<file path="src/sv/equidistributed_prng64_macros.svh">
// Assertion macros for the random number generator block.
// Included by the top level; no other dependencies.
`ifndef EQUIDISTRIBUTED_PRNG64_MACROS_SVH
`define EQUIDISTRIBUTED_PRNG64_MACROS_SVH
`ifndef SYNTHESIS
// Same-cycle implication, disabled while in reset.
`define EQP_ASSERT_IMP(lbl, clk, rstn, ante, cons, msg) \
    lbl: assert property (@(posedge clk) disable iff (!rstn) (ante) |-> (cons)) \
        else $error(msg);
// Next-cycle implication, disabled while in reset.
`define EQP_ASSERT_NXT(lbl, clk, rstn, ante, cons, msg) \
    lbl: assert property (@(posedge clk) disable iff (!rstn) (ante) |=> (cons)) \
        else $error(msg);
`else
`define EQP_ASSERT_IMP(lbl, clk, rstn, ante, cons, msg)
`define EQP_ASSERT_NXT(lbl, clk, rstn, ante, cons, msg)
`endif
`endif

</file>
<file path="src/sv/eqprng_cell.sv">
// One cell of the state chain: holds a single 64-bit state word.
// Depends on nothing; instantiated by the top level.
module eqprng_cell
(
    input  logic        clk,
    input  logic        shift_en,
    input  logic [63:0] d,
    output logic [63:0] q
);

    logic [63:0] word_reg;
    logic [63:0] word_next;

    // Take the neighbour's word when the chain advances, otherwise hold.
    always_comb
    begin
        word_next = shift_en ? d : word_reg;
    end

    always_ff @(posedge clk)
    begin
        word_reg <= word_next;
    end

    assign q = word_reg;

endmodule

</file>
<file path="config.mk">
export PLATFORM = sky130hd
export DESIGN_NAME = eqprng_cell
export DESIGN_NICKNAME = d
export VERILOG_FILES = /design/src/sv/equidistributed_prng64_macros.svh /design/src/sv/eqprng_cell.sv
export SDC_FILE = /design/constraint.sdc
export NUM_CORES = 1
export LEC_CHECK = 0
export BUFFER_PORTS_ARGS = -buffer_cell sky130_fd_sc_hd__buf_2
export CAP_MARGIN = 30
export CORE_MARGIN = 1
export CORE_UTILIZATION = 40
export CTS_CLUSTER_SIZE = 25
export DETAILED_ROUTE_END_ITERATION = 12
export GPL_TIMING_DRIVEN = 0
export MAX_ROUTING_LAYER = met4
export PLACE_DENSITY_LB_ADDON = 0.08
export SLEW_MARGIN = 10
export SYNTH_ARGS = -nofsm -noshare
export SYNTH_HDL_FRONTEND = slang
export SYNTH_SLANG_ARGS = --single-unit
</file>
<file path="constraint.sdc">
create_clock -name clk -period 0.8 [get_ports clk]
set_clock_uncertainty 0.15 [all_clocks]
set_input_delay 0.16 -clock clk [delete_from_list [all_inputs] [get_ports clk]]
set_output_delay 0.16 -clock clk [all_outputs]
set_load 0.01 [all_outputs]
</file>
==> results.py <==
metrics = {
    "run_status": {
        "status": "finished with violations",
        "violations": "design-rule violations, negative hold slack, negative setup slack",
    },
    "power": {
        "vdd_ir_drop_max_mv": 1.47,
        "p_leak_uw": 0.00122,
        "power.total_uw": 6730,
        "power_density_mw_per_mm2": 2400,
    },
    "clock_network": {
        "cts_inserted_buffers": 9,
        "path_clk_slew_ps": 60,
        "clock_path_buffers": 2,
        "htreeDepth": 3,
        "cts_tree": "yes",
        "clock_sinks": 64,
        "root_buffer": "clkbuf_8",
    },
    "timing": {
        "fmax_mhz": 863,
        "min_period_over_period": 1.45,
        "grt_setup_unrepaired": "yes",
        "fin_hold_ws_ps": -134,
        "final.min_clock_period_ps": 1160,
        "worstMarginPinSlew_ps": 235,
        "slew_viol_final": 0,
        "setup_violations": 64,
        "hold_viol": 64,
        "slew_headroom": 0.843,
        "finalWorstSetupSlack_ps": -358,
    },
    "cells_and_area": {
        "syn_to_final_growth_pct": 46.2,
        "largest_reg_flops": 64,
        "multi_input_area_um2": 0,
        "drive_above_1_share": 0.665,
        "nets": 271,
        "multi_input_cells": 0,
        "antennaDiodeCount": 0,
    },
    "setup_path": {
        "path_max_fanout": 1,
        "cp.buffers_inverters": 1,
        "crit_path_start_kind": "flop",
        "critPathMaxStageDelay_ps": 380,
        "cp-end-kind": "output pin",
        "crit_type": "reg2out",
        "slowest_stage": "edfxtp_1",
        "cp_cell_sequence": "buf_2",
        "path_delay_family": "flip-flops",
        "worstPathRequired_ps": 490,
        "crit_arrival_ps": 850,
    },
    "die": {
        "pin_count": 130,
        "core-area_mm2": 0.00447,
        "dieHeight_um": 71.3,
        "fp-row-count": 24,
        "start_util": 0.430,
        "die_area_mm2": 0.00509,
        "die_x_um": 71.3,
    },
    "placement": {
        "gp_congestion": 0.640,
        "dp_slack_ps": -685,
        "portBuffers": 129,
    },
    "flow_run": {
        "cap_violations": 0,
    },
    "synthesis": {
        "ys_seq_elements": 64,
        "synth_area_leader_cell": "edfxtp_1",
        "yosysWarnings": 0,
        "avgSynthCellArea_um2": 30.0,
        "syn-cell-area_mm2": 0.00192,
        "synth.net_count": 130,
        "synth_cell_types": 1,
        "syn_inst": 64,
        "synth_top_area_share": 1.00,
        "synthTopCellsByArea": "edfxtp_1",
        "yosysSeqAreaShare": 1.00,
    },
    "global_route": {
        "grt_usage": 0.150,
        "grt_remaining_overflow": 0,
        "grt_max_degree": 34,
        "grt_pass1_vias": 1159,
        "grt_first_pass_wirelength_um": 5180,
        "antenna_found_initial": 0,
    },
    "routing": {
        "postRouteAntennaNets": 0,
        "post-route-drc-count": 8,
        "vias_per_cell": 4.36,
        "routedWlPerCell_um": 13.3,
        "drt_iter0_drc": 43,
        "drt-pass1-iter-count": 8,
        "drt-total-wl_um": 3470,
        "num_vias": 1138,
    },
    "worst_hold_path": {
        "min_path_type": "in2reg",
    },
}
-- synthesized netlist by cell type, drive strengths merged --
library cell / count
edfxtp: 64
-- cell families (layout without fill, tap and decap cells) --
logic type / Yosys count / after routing / share of synthesized area
buf+inv: 0 / 145 / 0
flops: 64 / 64 / 1.00
-- cell usage in the layout, fill, tap and decap left out --
| cell type | n |
|---|---|
| clkbuf_8 | 9 |
| buf_12 | 1 |
| buf_8 | 1 |
| buf_2 | 128 |
| clkinv_1 | 2 |
| edfxtp_1 | 64 |
| clkbuf_1 | 4 |
-- cell type report --
| class | count | area [um^2] |
|---|---|---|
| Clock buffer | 13 | 139 |
| Clock inverter | 2 | 7.51 |
| Fill cell | 334 | 1670 |
| Sequential cell | 64 | 1920 |
| Tap cell | 52 | 65.1 |
| Timing Repair Buffer | 130 | 676 |
-- where the power goes --
group | switching [uW] | internal, uW | total, uW | leakage (uW)
clock | 987 | 1090 | 2080 | 0.0000726
sequential | 54.1 | 3990 | 4040 | 0.000626
combinational | 324 | 289 | 613 | 0.000520
total | 1370 | 5360 | 6730 | 0.00122
-- routing by layer --
metal	up-vias	GRT usage	share of wire
met2	75	0.249	0.55
met5	-	-	0
met1	515	0.137	0.34
li1	542	-	-
met4	0	0.102	0.017
met3	6	0.0689	0.092
-- path summary, 6_finish.rpt --
check	startpoint	to	depth (start not counted)
worst min-delay path	d[11]	q[11]$_DFFE_PP_	1
worst max-delay path	q[17]$_DFFE_PP_	q[17]	1
-- through the flow --
| stage | area (um^2) | cells | setup TNS (ps) | utilization | hold WS, ps |
|---|---|---|---|---|---|
| 2_1_floorplan | 1920 | 64 | 0 | - | 109 |
| 3_3_place_gp | 2630 | 245 | -55660 | 0.588 | 186 |
| 3_5_place_dp | 2650 | 246 | -36710 | 0.593 | 188 |
| 4_1_cts | 2810 | 261 | -22100 | 0.628 | -152 |
| 5_1_grt | 2810 | 261 | -23900 | 0.628 | -161 |
| 6_report | 2810 | 261 | -20610 | 0.628 | -134 |
-- timing repair --
action | in CTS | in global routing
gates resized for setup | 3 | 0
endpoints found under the hold margin | 64 | 64
buffers inserted | 0 | 0
endpoints found under the setup margin | 128 | 64
cloned | 0 | 0
Note: power is estimated with default switching activity, not from simulation.
