$ cat config.mk
export PLATFORM = sky130hd
export DESIGN_NAME = eqprng_seed
export DESIGN_NICKNAME = d
export VERILOG_FILES = /design/src/sv/equidistributed_prng64_macros.svh /design/src/sv/eqprng_pkg.sv /design/src/sv/eqprng_seed.sv
export SDC_FILE = /design/constraint.sdc
export NUM_CORES = 2
export LEC_CHECK = 0
export BUFFER_PORTS_ARGS = -buffer_cell sky130_fd_sc_hd__buf_2
export CAP_MARGIN = 10
export CORE_MARGIN = 10
export CORE_UTILIZATION = 35
export CTS_CLUSTER_DIAMETER = 50
export DETAILED_ROUTE_END_ITERATION = 10
export PLACE_DENSITY = 0.6
export SKIP_LAST_GASP = 1
export SLEW_MARGIN = 15
export SYNTH_ARGS = -nofsm -noshare
export SYNTH_HDL_FRONTEND = slang
export SYNTH_SLANG_ARGS = --single-unit
$ cat constraint.sdc
create_clock -name clk -period 10.31 [get_ports clk]
set_input_delay 0.5155 -clock clk [delete_from_list [all_inputs] [get_ports clk]]
set_output_delay 0.5155 -clock clk [all_outputs]
set_load 0.01 [all_outputs]
$ cat src/sv/equidistributed_prng64_macros.svh
// Assertion macros for the random number generator block.
// Included by the top level; no other dependencies.
`ifndef EQUIDISTRIBUTED_PRNG64_MACROS_SVH
`define EQUIDISTRIBUTED_PRNG64_MACROS_SVH
`ifndef SYNTHESIS
// Same-cycle implication, disabled while in reset.
`define EQP_ASSERT_IMP(lbl, clk, rstn, ante, cons, msg) \
    lbl: assert property (@(posedge clk) disable iff (!rstn) (ante) |-> (cons)) \
        else $error(msg);
// Next-cycle implication, disabled while in reset.
`define EQP_ASSERT_NXT(lbl, clk, rstn, ante, cons, msg) \
    lbl: assert property (@(posedge clk) disable iff (!rstn) (ante) |=> (cons)) \
        else $error(msg);
`else
`define EQP_ASSERT_IMP(lbl, clk, rstn, ante, cons, msg)
`define EQP_ASSERT_NXT(lbl, clk, rstn, ante, cons, msg)
`endif
`endif

$ cat src/sv/eqprng_pkg.sv
// Shared types and constants of the 64-bit equidistributed generator.
// No dependencies; used by the seed unit, top level and checker.
package eqprng_pkg;

    // Geometry of the recurrence.
    localparam int          NUM_WORDS = 66;
    localparam logic [6:0]  WORDS_CNT = 7'd66;
    localparam int          MID_LAG   = 29;
    localparam int          TEMP_LAG  = 9;

    // Recurrence and tempering constants.
    localparam logic [63:0] RECUR_XOR  = 64'hfac1e8c56471d722;
    localparam logic [63:0] MASK1      = 64'hcb67b0c18fe14f4d;
    localparam logic [63:0] UPPER_MASK = 64'hfffffff800000000;
    localparam logic [63:0] LOWER_MASK = 64'h00000007ffffffff;

    // Seeding multiplier, split into 32-bit halves.
    localparam logic [31:0] SEED_MULT_LO = 32'h4c957f2d;
    localparam logic [31:0] SEED_MULT_HI = 32'h5851f42d;

    // Seeding sequencer states.
    typedef enum logic [1:0] {
        SD_IDLE,
        SD_MUL,
        SD_ADD
    } seed_state_t;

    // Words handed from the seeding unit to the cell chain.
    typedef struct packed {
        logic        push;
        logic        lung_load;
        logic [63:0] word;
    } seed_push_t;

endpackage

$ cat src/sv/eqprng_seed.sv
// Seeding unit: produces the 66 state words and the lung word from a seed.
// Depends on eqprng_pkg; instantiated by the top level.
module eqprng_seed
(
    input  logic                     clk,
    input  logic                     rst_n,
    input  logic                     begin_req,
    input  logic [63:0]              seed,
    output logic                     busy,
    output eqprng_pkg::seed_push_t   push
);

    eqprng_pkg::seed_state_t state_reg;
    eqprng_pkg::seed_state_t state_next;
    logic [6:0]  k_reg;
    logic [6:0]  k_next;
    logic [63:0] w_reg;
    logic [63:0] w_next;
    logic [63:0] plo_reg;
    logic [31:0] phl_reg;
    logic [31:0] plh_reg;
    logic [63:0] t_word;
    logic [63:0] plo_next;
    logic [63:0] phl_full;
    logic [63:0] plh_full;
    logic [31:0] cross_sum;
    logic [63:0] sum_word;

    // Partial products of the low 64 bits of the 64x64 multiplication.
    always_comb
    begin
        t_word    = w_reg ^ (w_reg >> 62);
        plo_next  = t_word[31:0]  * eqprng_pkg::SEED_MULT_LO;
        phl_full  = t_word[63:32] * eqprng_pkg::SEED_MULT_LO;
        plh_full  = t_word[31:0]  * eqprng_pkg::SEED_MULT_HI;
    end

    always_ff @(posedge clk)
    begin
        plo_reg <= plo_next;
        phl_reg <= phl_full[31:0];
        plh_reg <= plh_full[31:0];
    end

    // Recombine the partial products and add the word number.
    always_comb
    begin
        cross_sum = phl_reg + plh_reg;
        sum_word  = plo_reg + {cross_sum, 32'd0} + {57'd0, k_reg};
    end

    // State register and word counter.
    always_ff @(posedge clk or negedge rst_n)
    begin
        if (!rst_n)
        begin
            state_reg <= eqprng_pkg::SD_IDLE;
            k_reg     <= '0;
        end
        else
        begin
            state_reg <= state_next;
            k_reg     <= k_next;
        end
    end

    always_ff @(posedge clk)
    begin
        w_reg <= w_next;
    end

    // Sequencer: seed first, then each word via the MUL and ADD states.
    always_comb
    begin
        state_next     = state_reg;
        k_next         = k_reg;
        w_next         = w_reg;
        push.push      = 1'b0;
        push.lung_load = 1'b0;
        push.word      = sum_word;
        unique case (state_reg)
            eqprng_pkg::SD_IDLE:
            begin
                if (begin_req)
                begin
                    w_next     = seed;
                    k_next     = 7'd1;
                    push.push  = 1'b1;
                    push.word  = seed;
                    state_next = eqprng_pkg::SD_MUL;
                end
            end
            eqprng_pkg::SD_MUL:
            begin
                state_next = eqprng_pkg::SD_ADD;
            end
            eqprng_pkg::SD_ADD:
            begin
                w_next = sum_word;
                if (k_reg == eqprng_pkg::WORDS_CNT)
                begin
                    push.lung_load = 1'b1;
                    state_next     = eqprng_pkg::SD_IDLE;
                end
                else
                begin
                    push.push  = 1'b1;
                    k_next     = k_reg + 7'd1;
                    state_next = eqprng_pkg::SD_MUL;
                end
            end
            default:
            begin
                state_next = eqprng_pkg::SD_IDLE;
            end
        endcase
    end

    assign busy = (state_reg != eqprng_pkg::SD_IDLE);

endmodule

==> metrics.md <==
| Metric | Value |
|---|---|
| Syn_area_per_cell | 9.74 um2 |
| Synth cell types | 74 |
| Die Wd | 375 um |
| Worst Path Class, Setup | reg -> reg |
| Post-synth EDFFs | 64 |
| Final nets | 6,292 |
| Rows | 130 |
| Main combinational cell family by area after synthesis | adder cells |
| Wire per inst | 22.1 um |
| Critical Path RT | 10,770 ps |
| Area contributors post-synth | fa_1, ha_1, inv_1, dfxtp_1, edfxtp_1 |
| Minimum clock period | 8620 ps |
| Measured slew at the worst slew-check pin | 1110 ps |
| Worst Hold End | w_reg[8]$_DFFE_PP_ |
| HP Class | in -> reg |
| Post-synthesis cell count | 4,522 |
| Initial antenna violation count | 7 |
| Final WL | 140,000 um |
| Largest net degree at the start of global routing | 83 |
| Share of layout cells above drive strength 1 | 4.65% |
| Initial core utilization | 35.1% |
| Layout Skew | 36.6 ps |
| I/O Buffers | 133 |
| Sequential share of the synthesized area | 10.3% |
| Setup Fix Bufs, Post-CTS | 0 |
| Bufs on Longest Clock Path | 2 |
| Simple-gate area share of the yosys netlist | 5.63% |
| Core area | 0.125 mm2 |
| Skew-Pair Late Insertion Delay | 560 ps |
| Crit path DAT | 9080 ps |
| Vias post-DR | 30,954 |
| CTS HTree Levels | 4 |
| CTS tree | built |
| Fin Hold WS | 266 ps |
| Via/cell ratio | 4.90 |
| Synth Area in XOR/XNOR | 5.03% |
| Post-synth top flop | dfxtp_1 |
| Crit end category | flip-flop |
| Grt ovf | 0 |
| Critical path's slowest cell | edfxtp_1 |
| RR Startpoint | w_reg[5]$_DFFE_PP_ |
| Max FO, Critical Path | 13 |
| Residual DRC | 0 |
| Final setup violation count | 0 |
| GPL Wtd Cong | 1.00 |
| 1st-pass router iterations | 5 |
| Synth top cells by count | inv_1, fa_1, ha_1, nand2_1, a21oi_1 |
| CP max stage delay | 850 ps |
| Global-route wire length before repair | 209,000 um |
| Detailed placement HPWL | 125,000 um |
| FMAX | 116 MHz |
| Worst reg2reg setup slack | 1690 ps |
| RSZ-0062 raised after global routing | false |
| Most instantiated library cell after synthesis | inv_1 |
| Vias in the first global route | 32,405 |
| Number of CTS-inserted buffers | 17 |
| #FFs+latches synth | 192 |
| Area of the die | 0.140 mm2 |
| Iter 0 DRT Violations | 2,260 |
| Final hold vios | 0 |
| Clk slew on worst S/H paths | 90 ps |
| Asr flop ratio synth | 4.69% |
| Slew margin rel. | 24.1% |
| GRT Overall Usage | 20.0% |
| Area Overhead vs Synth | 7.60% |
| Reg2reg path depth | 27 |
| Synth top area share | 36.9% |
| Fraction of the mapped netlist area in adder cells | 58.4% |
| Synth area leader | fa_1 |
| Worst setup SP type | flip-flop |
| Status | finished, final reports clean |
| Syn_nets | 6,158 |
| Yosys Warn Count | 0 |
| Synth Area in Compound Gates | 8.88% |
| Num ports | 134 |
| Num Clock Sinks | 192 |
| Setup TNS | 0 ps |
| Mux share of post-synthesis cell area | 0.0966% |
| Worst hold stages | 3 |
| Worst r2r dst | plo_reg[45]$_DFF_P_ |
| Slew Limit Fails | 0 |
| CTS root buf | clkbuf_16 |
| Hold path start | seed[8] |
| Tcrit/Tclk final | 83.6% |
| Max reg flops | 64 |
| Vert. Die Dim | 375 um |
| Max-Cap Viols | 0 |
| Cell Area, Synth | 0.0440 mm2 |
| Fill cells | 12,665 |
| Post-DRT Antenna Nets | 0 |
==> worst max-delay path, delay by kind of cell (launching register included) <==
kind,cells,cell delay [ps]
flops,1,850
buf+inv,8,660
compound gates,9,2660
fa+ha+maj,9,4220
xor+xnor,1,130
==> timing repair <==
action                    4_1_cts  5_1_grt
gates resized for setup         0        0
hold buffers                    1        0
hold endpoints to repair        9        0
==> layout make-up <==
cell class / instances / area [um2] / share of cell area, %
timing repair buffer: 154 / 826 / 1.74
inverter: 1324 / 4970 / 10.5
multi-input combinational: 2967 / 34400 / 72.6
clock buffer: 24 / 503 / 1.06
antenna: 2 / 5.00 / 0.0106
clock inverter: 8 / 65.1 / 0.137
sequential: 192 / 4530 / 9.56
tap: 1650 / 2060 / 4.36
==> cells in the final DEF (no fill, tap or decap), drive strengths merged, types with 76 or more instances in the layout <==
cell,netlist,final
fa,812,812
xnor2,177,177
nand2,179,179
dfxtp,119,119
nor2,127,127
a21oi,178,178
a21o,87,87
xor2,76,76
ha,757,757
inv,1324,1329
buf,2,153
o21ai,167,167
==> worst max path at each step <==
stage                     depth (start not counted)                  end          startpoint  slack (ps)
final                                            27  plo_reg[45]$_DFF_P_  w_reg[5]$_DFFE_PP_        1690
after global routing                             27  plo_reg[47]$_DFF_P_  w_reg[5]$_DFFE_PP_        1330
after CTS                                        27  plo_reg[45]$_DFF_P_  w_reg[5]$_DFFE_PP_        1750
after detailed placement                         27  plo_reg[45]$_DFF_P_  w_reg[5]$_DFFE_PP_        1800
after global placement                           27  plo_reg[45]$_DFF_P_  w_reg[4]$_DFFE_PP_        1850
after floorplan                                  25  plo_reg[62]$_DFF_P_  w_reg[7]$_DFFE_PP_        2840
==> metal layers <==
metal	part of all wire, %	up-vias	GRT usage [%]	wire length (um)
met5	0	-	0	0
met4	3.9	0	7.36	5400
met3	6.3	183	3.21	8790
met2	45	926	31.5	62900
met1	45	15472	27.5	62400
li1	-	14373	-	-
==> per-stage QoR <==
step / util [%] / instances / cell area (um2) / setup slack (ps)
detailed placement: 37.4 / 6286 / 46800 / 1800
floorplan: - / 4522 / 44000 / 2840
global route: 37.8 / 6319 / 47400 / 1330
global placement: 37.4 / 6286 / 46800 / 1850
finish: 37.8 / 6321 / 47400 / 1690
CTS: 37.8 / 6319 / 47400 / 1750
==> cell families (layout without fill, tap and decap cells) <==
kind of cell,count (synthesis),after routing
xor+xnor,253,253
other cells,0,2
buf+inv,1363,1510
compound gates,623,623
simple gates,518,518
flops,192,192
mux,4,4
fa+ha+maj,1569,1569
Power is left out: the tool's default activity adds up to more than one toggle a clock period on the data nets, which glitch-free logic cannot reach.
